File: config.mk
export PLATFORM = sky130hd
export DESIGN_NAME = upq_scan
export DESIGN_NICKNAME = d
export VERILOG_FILES = /design/src/rtl/unordered_max_priority_queue_assert.svh /design/src/rtl/upq_pkg.sv /design/src/rtl/upq_scan.sv
export SDC_FILE = /design/constraint.sdc
export NUM_CORES = 1
export LEC_CHECK = 0
export ABC_AREA = 1
export BUFFER_PORTS_ARGS = -buffer_cell sky130_fd_sc_hd__buf_2
export CAP_MARGIN = 20
export CELL_PAD_IN_SITES_DETAIL_PLACEMENT = 0
export CELL_PAD_IN_SITES_GLOBAL_PLACEMENT = 1
export CORE_MARGIN = 2
export CORE_UTILIZATION = 30
export CTS_BUF_LIST = sky130_fd_sc_hd__clkbuf_8 sky130_fd_sc_hd__clkbuf_16
export DETAILED_ROUTE_END_ITERATION = 6
export PLACE_DENSITY = 0.74
export SLEW_MARGIN = 20
export SYNTH_ARGS = -nofsm -noshare
export SYNTH_HDL_FRONTEND = slang
export SYNTH_SLANG_ARGS = --single-unit
File: constraint.sdc
create_clock -name clock -period 6.65 [get_ports clock]
set_input_delay 0.3325 -clock clock [delete_from_list [all_inputs] [get_ports clock]]
set_output_delay 0.3325 -clock clock [all_outputs]
set_load 0.005 [all_outputs]
File: src/rtl/unordered_max_priority_queue_assert.svh
// Assertion macros for the RTL of the priority queue.
`ifndef UNORDERED_MAX_PRIORITY_QUEUE_ASSERT_SVH
`define UNORDERED_MAX_PRIORITY_QUEUE_ASSERT_SVH

// Same-cycle implication, disabled while reset is high.
`define UPQ_ASSERT_IMPL(name, clk, rst, ante, cons, msg) \
   name: assert property (@(posedge clk) disable iff (rst) (ante) |-> (cons)) \
      else $error(msg);

// Next-cycle implication, disabled while reset is high.
`define UPQ_ASSERT_NEXT(name, clk, rst, ante, cons, msg) \
   name: assert property (@(posedge clk) disable iff (rst) (ante) |=> (cons)) \
      else $error(msg);

`endif

File: src/rtl/upq_pkg.sv
package upq_pkg;

   localparam int QUEUE_DEPTH_DEF  = 64;
   localparam int PAYLOAD_BITS_DEF = 32;

   localparam int KEY_W    = 32;
   localparam int PAY_IN_W = 32;
   localparam int COUNT_W  = 7;
   localparam int STATUS_W = 2;

   localparam int REQ_TDATA_W = KEY_W + PAY_IN_W;
   localparam int RSP_FIELD_W = KEY_W + PAY_IN_W + COUNT_W;
   localparam int RSP_TDATA_W = ((RSP_FIELD_W + 7) / 8) * 8;
   localparam int RSP_PAD_W   = RSP_TDATA_W - RSP_FIELD_W;

   localparam logic OP_INSERT  = 1'b0;
   localparam logic OP_EXTRACT = 1'b1;

   typedef enum logic [STATUS_W-1:0] {
      STATUS_INSERTED  = 2'd0,
      STATUS_EXTRACTED = 2'd1,
      STATUS_EMPTY     = 2'd2,
      STATUS_FULL      = 2'd3
   } status_type;

   // Control of the max-search unit for one read beat.
   typedef struct packed {
      logic vld;
      logic first;
   } scan_ctl_type;

endpackage

File: src/rtl/upq_scan.sv
module upq_scan #(
   parameter int ADDR_W  = 6,
   parameter int STORE_W = upq_pkg::PAYLOAD_BITS_DEF
) (
   input  logic                      clock,
   input  upq_pkg::scan_ctl_type     ctl,
   input  logic [ADDR_W-1:0]         idx,
   input  logic [upq_pkg::KEY_W-1:0] key,
   input  logic [STORE_W-1:0]        payload,
   output logic [ADDR_W-1:0]         best_idx,
   output logic [upq_pkg::KEY_W-1:0] best_key,
   output logic [STORE_W-1:0]        best_payload
);
   import upq_pkg::*;

   logic [ADDR_W-1:0]  best_idx_ff;
   logic [KEY_W-1:0]   best_key_ff;
   logic [STORE_W-1:0] best_pay_ff;
   logic               take;

   // Strict greater-than: on equal keys the older entry stays.
   assign take = ctl.vld && (ctl.first || ($signed(key) > $signed(best_key_ff)));

   always_ff @(posedge clock) begin
      if (take) begin
         best_idx_ff <= idx;
         best_key_ff <= key;
         best_pay_ff <= payload;
      end
   end

   assign best_idx     = best_idx_ff;
   assign best_key     = best_key_ff;
   assign best_payload = best_pay_ff;

endmodule

# [Word-level counts from Yosys, hierarchy flattened]
# Index checks and enable logic that the tools add are counted.
[totals] register_bits=70 inputBits=73 out_inout_bits=70
[classes] n_lt_le_gt_ge=1 reduce_logical=2
[ops] operator="32-bit greater-than comparator" count=1
[ops] operator="1-bit logical AND" count=1
[ops] operator="1-bit logical OR" count=1

# [Depth between registers and ports, before layout]
# Gate-level depths: netlist of run 1.
[depth] ltp_word=3 mapped_depth=17 depth_no_buf=17

# [Worst setup path after synthesis of run 1]
# No wires, ideal clock.
[synth_timing] path_type="register -> register" startpoint="reg best_key_ff[21] (netlist: best_key[21])" endpoint="reg best_idx_ff[0] (netlist: best_idx[0]) (enable)" setup_ns=0.453 arrival_time_ns=3.386 setup_slack_ns=2.812 path_stages_with_launch=12 cell_sequence="edfxtp_1 -> inv_1 -> ha_1 -> a21oi_1 -> nor2_1 -> nor2_1 -> nand3_1 -> a21oi_4 -> nand3_1 -> nand2_1 -> nand2_1 -> a21oi_2"
[synth_via] elab_chain_len=3
[synth_rtl] element="from (decl)" line_no="upq_scan.sv:17" source="logic [KEY_W-1:0] best_key_ff;"
[synth_rtl] element="from (signal assigned)" line_no="upq_scan.sv:27" source="best_key_ff <= key;"
[synth_rtl] element="32-bit greater-than comparator" line_no="upq_scan.sv:22" source="assign take = ctl.vld && (ctl.first || ($signed(key) > $signed(best_key_ff)));"
[synth_rtl] element="1-bit logical OR" line_no="upq_scan.sv:22"
[synth_rtl] element="1-bit logical AND" line_no="upq_scan.sv:22"
[synth_rtl] element="net take" line_no="upq_scan.sv:19" source="logic take;"
[synth_rtl] element="to (signal assigned)" line_no="upq_scan.sv:26" source="best_idx_ff <= idx;"
[synth_rtl] element="to (decl)" line_no="upq_scan.sv:16" source="logic [ADDR_W-1:0] best_idx_ff;"
# The timed path passes the listed nets, and every way through them passes these cells.
# A chain may end at the register's enable or synchronous reset.

# [Final worst setup path of run 1]
[layout_timing] startpoint="reg best_key_ff[15] (netlist: best_key[15])" endpoint="reg best_pay_ff[20] (netlist: best_payload[20]) (enable)"
[layout_via] elab_chain_len=3
[layout_rtl] element="32-bit greater-than comparator" line_no="upq_scan.sv:22"
[layout_rtl] element="1-bit logical OR" line_no="upq_scan.sv:22"
[layout_rtl] element="1-bit logical AND" line_no="upq_scan.sv:22"
[layout_rtl] element="net take" line_no="upq_scan.sv:19"
[layout_rtl] element="to (signal assigned)" line_no="upq_scan.sv:28" source="best_pay_ff <= payload;"
[layout_rtl] element="to (decl)" line_no="upq_scan.sv:18" source="logic [STORE_W-1:0] best_pay_ff;"
# The timed path passes the listed nets, and every way through them passes these cells.

==> metrics, run 1 <==
#FFs+latches synth=70; DIE WIDTH=104 microns; distinct cell type count after synthesis=17; Avg Inst Size Synth=13.8 sq um; layout cells sized above 1=44.6%; Critical Path Fanout Max=47; # H-tree levels=3; Via-to-Cell Ratio=4.09; sequential element share of the synthesized area=69.8%; R2R cell count=12; Hold Crit Depth=1; CTS Buffer Depth=2; max-cap viol count=0; final slew viol count=0; most numerous cell in the Yosys netlist=edfxtp_1; worst slew pin tran=790 ps; Post-DP HPWL=4.88 mm; initial antenna violation count=0; CP Cell Sequence=inv_1 > ha_1 > a21oi_1 > o21ai_0 > a21oi_1 > nand2_2 > nand2_1 > nand3_1 > nand2_1 > nand2_1 > a21oi_4 > buf_4; Period minus WS final=3160 ps; final setup TNS=0 ps; total congestion overflow=0; dominant cells by area after synthesis=edfxtp_1 70%, ha_1 13%, inv_1 5.1%; root buf cell=clkbuf_8; IO buf count=142; Finished Core Util=41.7%; Peak VDD IR=0.0834 mV; drt first pass iters=4; clk slew on worst S/H paths=80 ps; Critical Path End Type=register; final worst setup slack=3490 ps; EDFF count, synth=70; routed via count=2,084; GPL Wtd Cong=0.711; Sink Count=70; die area=0.0109 sq mm; Primary FF master, synth=edfxtp_1; Post-Place Worst Slack=3340 ps; Required @ worst endpoint=6620 ps; average wire per standard cell=12.1 microns; PD cells=239 mW/mm^2; fraction of registers with async set/reset=0%; Setup Viol. Count Final=0; Synth Warn #=0; Final period util=47.5%; Syn Inst Count=218; WL final=6.17 mm; Fillers=961; Arrival @ worst endpoint=3130 ps; Achievable Freq=317 MHz; Hold WC Path Type=input port to register; Ports=143; Lkg Pwr=1.94 nW; Area after DPL=0.00390 sq mm; Crit path top cell by count=nand2_1; largest net degree at the start of global routing=48; final instance area=0.00408 sq mm; Fin. Hold Viols=0; CTS tree=yes; global-route wire length before repair=9.74 mm; vias in the first global route=2,001; ANT cells=0; Mapped Area=0.00301 sq mm; clock skew=12.1 ps; Synthesized Nets=323; count of antenna-violating nets left after detailed routing=0; Die Height=104 microns; outcome=complete, no violations; gr usage total=11.6%; Num CTS Buffers=9; crit path launch type=register; core area=0.00977 sq mm; Row Count=36; cell type with the highest aggregate area in the netlist=edfxtp_1; crit path kind=register to register; setup bufs post-CTS=0; worst skew pair latency=340 ps; Layout area overhead=35.4%; hold buffer count at CTS=0; Post-synth top cells=70 x edfxtp_1, 41 x inv_1, 36 x nand2_1; # resized after CTS=0; initial DRC count=76; Initial Util=30.8%; max_slew headroom=47.2%; DRC errors left=0; Yosys top cell area share=69.8%; max incr delay on CP=640 ps; RSZ-0062 raised after global routing=false; Nets=477; highest-delay cell along the critical path=a21oi_4
==> critical path, delay by kind of cell, from the launching register on <==
kind	cells	cell delay, ps
compound gates	4	1090
simple gates	5	370
fa+ha+maj	1	230
flops	1	400
buf+inv	2	680
==> power breakdown <==
| group | total (W) | switching [W] | internal [W] |
|---|---|---|---|
| Sequential | 0.000538 | 0.0000106 | 0.000527 |
| Clock | 0.000303 | 0.000167 | 0.000136 |
| Combinational | 0.000135 | 0.0000745 | 0.0000605 |
==> layout by cell type, fill, tap and decap left out, drive strengths merged <==
cell type,count
a21o,1
a21oi,14
buf,143
clkbuf,9
clkinv,1
clkinvlp,3
edfxtp,70
ha,32
inv,45
nand2,38
nand3,3
nand4,3
nor2,11
nor3,1
o21a,1
o21ai,2
==> metrics by stage <==
| stage | hold slack, ps | total power, W | cells |
|---|---|---|---|
| 6_report | 167 | 0.000976 | 510 |
| 3_5_place_dp | 511 | 0.000687 | 494 |
| 3_3_place_gp | 509 | 0.000685 | 494 |
| 2_1_floorplan | 431 | 0.000616 | 218 |
| 4_1_cts | 140 | 0.000995 | 510 |
| 5_1_grt | 135 | 0.00103 | 510 |
==> layer usage <==
metal,GRT usage [%],part of all wire (%)
met4,5.50,1.3
met3,3.57,8.3
met1,14.9,46
met5,0,0
met2,17.9,44
==> flip-flops by register name (all words and copies together), names as in the netlist <==
name,count
best_idx,6
best_key,32
best_payload,32
==> final cells by class <==
| class | instances | area, sq um | area share (%) |
|---|---|---|---|
| Inverter | 42 | 158 | 3.87 |
| Timing Repair Buffer | 143 | 718 | 17.6 |
| Sequential cell | 70 | 2100 | 51.6 |
| Clock inverter | 7 | 48.8 | 1.20 |
| Multi-Input combinational cell | 106 | 759 | 18.6 |
| Tap cell | 133 | 166 | 4.08 |
| Clock buffer | 9 | 124 | 3.04 |
==> cells by family after synthesis <==
logic type	after synthesis	share of synthesized area (%)
adder cells (fa/ha/maj)	32	13.3
AND/OR/NAND/NOR	56	7.98
AO/OA/AOI/OAI	18	3.70
buffers and inverters	42	5.23
flip-flops	70	69.8
==> path summary, 6_finish.rpt <==
| check | slack (ps) | startpoint | to |
|---|---|---|---|
| setup / recovery | 3490 | best_key[15] | best_payload[20] |
| hold / removal | 170 | idx[2] | best_idx[2] |
| setup reg to reg | 3490 | best_key[15] | best_payload[20] |
| hold reg to reg | 1230 | best_key[0] | best_key[4] |
(Power assumes the default switching activity.)
==> inputs of run 2 (changes only) <==
--- a/config.mk
+++ b/config.mk
@@ -5,7 +5,7 @@
 export SDC_FILE = /design/constraint.sdc
 export NUM_CORES = 1
 export LEC_CHECK = 0
-export ABC_AREA = 1
+export ABC_AREA = 0
 export BUFFER_PORTS_ARGS = -buffer_cell sky130_fd_sc_hd__buf_2
 export CAP_MARGIN = 20
 export CELL_PAD_IN_SITES_DETAIL_PLACEMENT = 0
@@ -14,7 +14,7 @@
 export CORE_UTILIZATION = 30
 export CTS_BUF_LIST = sky130_fd_sc_hd__clkbuf_8 sky130_fd_sc_hd__clkbuf_16
 export DETAILED_ROUTE_END_ITERATION = 6
-export PLACE_DENSITY = 0.74
+export PLACE_DENSITY = 0.73
 export SLEW_MARGIN = 20
 export SYNTH_ARGS = -nofsm -noshare
 export SYNTH_HDL_FRONTEND = slang
==> constraint.sdc (replaced) <==
create_clock -name clock -period 3.3 [get_ports clock]
set_input_delay 0.165 -clock clock [delete_from_list [all_inputs] [get_ports clock]]
set_output_delay 0.165 -clock clock [all_outputs]
set_load 0.005 [all_outputs]
==> run 2 against run 1 <==
  * Clock skew decreased by 2.1 ps
  * Via count rose by 6.0%
  * Clock-buffer cell count did not move
  * Largest cell class unchanged
==> metrics, run 2 <==
#FFs+latches synth=70; ANT cells=0; initial antenna violation count=0; # H-tree levels=3; setup bufs post-CTS=0; XOR/XNOR Fraction of Synth Area=0%; Hold WC Path Type=input port to register; Required @ worst endpoint=3290 ps; dominant cells by area after synthesis=edfxtp_1 71%, ha_1 13%, inv_1 4.0%; RSZ-0062 raised after global routing=false; met3 wire len=449 microns; mux cell area share after synthesis=0%; Synth Area in Compound Gates=5.67%; Synth Area in Adders=13.4%; Achievable Freq=391 MHz; Critical Path End Type=register; Setup Viol. Count Final=0; setup slack, reg-to-reg=750 ps; Row Count=36; DRC errors left=0; Initial Util=30.7%; CTS Buffer Depth=2; worst slew pin tran=455 ps; PD cells=481 mW/mm^2; sequential element share of the synthesized area=70.6%; commonest non-fill, non-tap cell in the layout=buf_2; Num CTS Buffers=9; outcome=complete, no violations; gr usage total=13.8%; WL final=7.09 mm; Critical Path Fanout Max=36; fraction of registers with async set/reset=0%; wl on met1=2.85 mm; met2 wire len=3.69 mm; max-cap viol count=0; final setup TNS=0 ps; root buf cell=clkbuf_8; layout cells sized above 1=44.0%; clk slew on worst S/H paths=80 ps; core area=0.00968 sq mm; drt first pass iters=5; hold buffer count at CTS=42; Arrival @ worst endpoint=2540 ps; commonest cells after routing, fill and taps aside=142 x buf_2, 70 x edfxtp_1, 42 x dlygate4sd3_1; count of antenna-violating nets left after detailed routing=0; largest family of logic cells by synthesized area=adder cells; simple-gate share of the synthesized area=6.26%; Finished Core Util=47.1%; Fin. Hold Viols=0; average wire per standard cell=13.6 microns; Die Height=104 microns; DIE WIDTH=104 microns; distinct cell type count after synthesis=27; vias in the first global route=2,408; cell type with the highest aggregate area in the netlist=edfxtp_1; IO buf count=142; GPL Wtd Cong=0.794; total congestion overflow=0; Ports=143; final slew viol count=0; Yosys top cell area share=70.6%; Fillers=912; Sink Count=70; top sig layer=met4; Layout area overhead=53.2%; initial DRC count=58; Syn Inst Count=187; die area=0.0107 sq mm; Mapped Area=0.00298 sq mm; crit path kind=input port to register; Peak VDD IR=0.205 mV; Via-to-Cell Ratio=4.23; Synthesized Nets=292; # resized after CTS=0; Avg Inst Size Synth=15.9 sq um; global-route wire length before repair=11.5 mm; largest net degree at the start of global routing=37; Post-synth top cells=70 x edfxtp_1, 32 x ha_1, 32 x inv_1; clock skew=10.1 ps; most numerous cell in the Yosys netlist=edfxtp_1; Synth Warn #=0; Period minus WS final=2560 ps; EDFF count, synth=70; max_slew headroom=69.6%; CTS tree=yes; worst skew pair latency=340 ps; Lkg Pwr=2.06 nW; Post-DP HPWL=5.20 mm; Final period util=77.5%; Nets=489; crit path launch type=input port; routed via count=2,208; Primary FF master, synth=edfxtp_1
==> run 2: where the power goes <==
part | internal [W] | switching, W
Sequential | 0.00107 | 0.0000245
Clock | 0.000428 | 0.000337
Combinational | 0.000167 | 0.000168
Total | 0.00167 | 0.000529
==> run 2: final timing paths <==
| path | cells after the start | endpoint | from |
|---|---|---|---|
| setup / recovery | 8 | best_key[11] | key[27] |
| hold / removal | 1 | best_key[22] | key[22] |
| hold reg to reg | 7 | best_key[20] | best_key[0] |
| setup reg to reg | 8 | best_key[11] | best_key[11] |
==> run 2: logic make-up (layout without fill, tap and decap cells) <==
kind of cell               Yosys count  count (layout)
buffers and inverters               32             234
and+or+nand+nor                     27              27
DFF                                 70              70
AOI/OAI and AO/OA                   26              26
adders and majority gates           32              32
==> run 2: cell type report <==
class                           count  area, sq um  area share (%)
Multi-Input combinational cell     85          805            17.6
Tap cell                          133          166            3.65
Clock inverter                      7         97.6            2.14
Sequential cell                    70         2100            46.1
Inverter                           32          120            2.63
Timing Repair Buffer              186         1150            25.1
Clock buffer                        9          124            2.72
==> run 2: stage by stage <==
step	worst slack, ps	cells	total power (W)	hold WS, ps	instance area [sq um]
2_1_floorplan	-361	187	0.00126	264	3030
6_report	742	522	0.00219	19.2	4560
3_5_place_dp	674	464	0.00142	343	3920
5_1_grt	452	522	0.00232	1.00	4560
3_3_place_gp	714	464	0.00141	342	3920
4_1_cts	669	522	0.00223	0.733	4560
==> run 2: worst max-delay path, stage by stage <==
cell	delay, ps
dlygate4sd3_1	530
buf_2	130
ha_1	300
nand4_1	210
nor4_4	360
o31ai_2	140
a211oi_4	250
buf_4	430
==> run 2: layer usage <==
| metal | vias up | global-route usage [%] |
|---|---|---|
| li1 | 1093 | - |
| met5 | - | 0 |
| met3 | 9 | 3.65 |
| met4 | 0 | 6.08 |
| met1 | 1014 | 15.7 |
| met2 | 92 | 24.4 |
==> inputs of run 3 (changes only) <==
==> constraint.sdc (replaced) <==
create_clock -name clock -period 2.6 [get_ports clock]
set_input_delay 0.13 -clock clock [delete_from_list [all_inputs] [get_ports clock]]
set_output_delay 0.13 -clock clock [all_outputs]
set_load 0.005 [all_outputs]
==> run 3 against run 2 <==
  * Critical path depth increased by 1
  * Via count increased by 5.8%
  * Combinational power increased by 43%
  * Total power increased by 29%
  * Clock-buffer cell count unchanged
  * Clock power increased by 25%
  * Sequential cell count unchanged
  * Global-route usage increased by 0.51 points
  * Largest cell class unchanged
  * Largest power group unchanged
  * Highest routed layer unchanged
==> metrics, run 3 (synthesis gave the netlist of run 2 again) <==
Sequential Power Share=49.1%; Fillers=857; Final period util=94.1%; crit path kind=input port to register; commonest non-fill, non-tap cell in the layout=buf_2; global-route wire length before repair=11.9 mm; Int Pwr=0.00214 W; Die Height=104 microns; Achievable Freq=409 MHz; CTS tree=yes; Sink Count=70; worst skew pair latency=350 ps; clk slew on worst S/H paths=80 ps; Num CTS Buffers=9; DRC errors left=0; Lkg Pwr=2.19 nW; CP Cell Sequence=dlygate4sd3_1 > buf_2 > ha_1 > nand4_1 > nor3_2 > a2bb2oi_1 > and4b_1 > a211oi_4 > buf_4; Period minus WS final=2450 ps; root buf cell=clkbuf_8; Multi-input gate area=817 sq um; Via-to-Cell Ratio=4.24; PD cells=579 mW/mm^2; delay-heaviest family, CP=buffers and inverters; Sequential Area=0.00210 sq mm; Pwr Total=0.00283 W; Hold WC Path Type=input port to register; count of antenna-violating nets left after detailed routing=0; final setup TNS=0 ps; Required @ worst endpoint=2650 ps; # H-tree levels=3; Setup crit start=key[26]; Worst R2R Start=best_key[26]; ANT cells=0; Comb pwr share=17.0%; max incr delay on CP=530 ps; Initial Util=30.7%; Net Sw Frac=24.1%; power share of the clock group=33.9%; CP bufs+invs=3; HP Start=ctl[1]; worst slew pin tran=333 ps; WL final=7.46 mm; max_slew headroom=77.7%; final slew viol count=0; vias in the first global route=2,432; Row Count=36; total congestion overflow=0; setup bufs post-CTS=0; Net Sw Power=0.000682 W; layout cells sized above 1=41.1%; GPL Wtd Cong=0.723; Nets=518; Finished Core Util=50.4%; Peak VDD IR=0.284 mV; Fin. Hold Viols=0; final instance area=0.00488 sq mm; Ports=143; core area=0.00968 sq mm; max-cap viol count=0; initial antenna violation count=0; Post-DP HPWL=5.11 mm; outcome=complete, no violations; Area after DPL=0.00395 sq mm; Layout area overhead=63.9%; clock skew=12.0 ps; routed via count=2,335; Setup Viol. Count Final=0; largest net degree at the start of global routing=32; DIE WIDTH=104 microns; Arrival @ worst endpoint=2490 ps; crit path launch type=input port; gr usage total=14.3%; Critical Path End Type=register; commonest cells after routing, fill and taps aside=142 x buf_2, 70 x edfxtp_1, 70 x dlygate4sd3_1; average wire per standard cell=13.5 microns; CTS Buffer Depth=2; RSZ-0062 raised after global routing=false; drt first pass iters=4; Critical Path Fanout Max=11; IO buf count=142; die area=0.0107 sq mm; initial DRC count=56; highest-delay cell along the critical path=dlygate4sd3_1
## run 3: path summary, 6_finish.rpt
path,slack (ps),end,depth (start not counted)
min reg2reg,1280,best_payload[6],7
max,150,best_key[2],9
min,390,best_payload[6],4
max reg2reg,210,best_key[2],8
## run 3: layout make-up
class / count / area share (%)
clock buffers: 9 / 2.54
clock inverters: 7 / 1.87
inverters: 32 / 2.46
multi-input cells: 85 / 16.7
flip-flops and latches: 70 / 43.1
well taps: 133 / 3.41
repair buffers: 215 / 29.9
## run 3: per-layer routing
metal  share of wire (%)  wire length (microns)  GRT usage [%]
met1                  41                   3050           16.4
met2                  51                   3810           24.5
met3                 5.8                    429           4.78
met4                 2.4                    178           5.98
met5                   0                      0              0
## run 3: power by group through the flow
stage | logic, W | registers, W | clock network [W]
2_1_floorplan | 0.000170 | 0.00143 | 0
3_3_place_gp | 0.000393 | 0.00141 | 0
3_5_place_dp | 0.000399 | 0.00141 | 0
4_1_cts | 0.000483 | 0.00139 | 0.000996
5_1_grt | 0.000534 | 0.00140 | 0.00104
6_report | 0.000479 | 0.00139 | 0.000959
## run 3: worst register-to-register path: cells and delay by family (launching register included)
family	cells	cell delay, ps
flops	1	350
buf+inv	2	320
compound gates	2	490
simple gates	3	630
fa+ha+maj	1	290
## run 3: what timing repair did
action                     in CTS  in global routing
gates resized for setup         0                  1
setup endpoints to repair       0                 68
hold buffers                   70                  0
hold endpoints to repair       70                  0
## run 3: through the flow
step | std cells | setup slack [ps] | hold slack, ps
after floorplan | 187 | -1060 | 229
after global placement | 465 | 203 | 307
after detailed placement | 465 | 147 | 308
after CTS | 551 | 97.4 | 371
after global routing | 551 | 0.791 | 389
final | 551 | 152 | 388
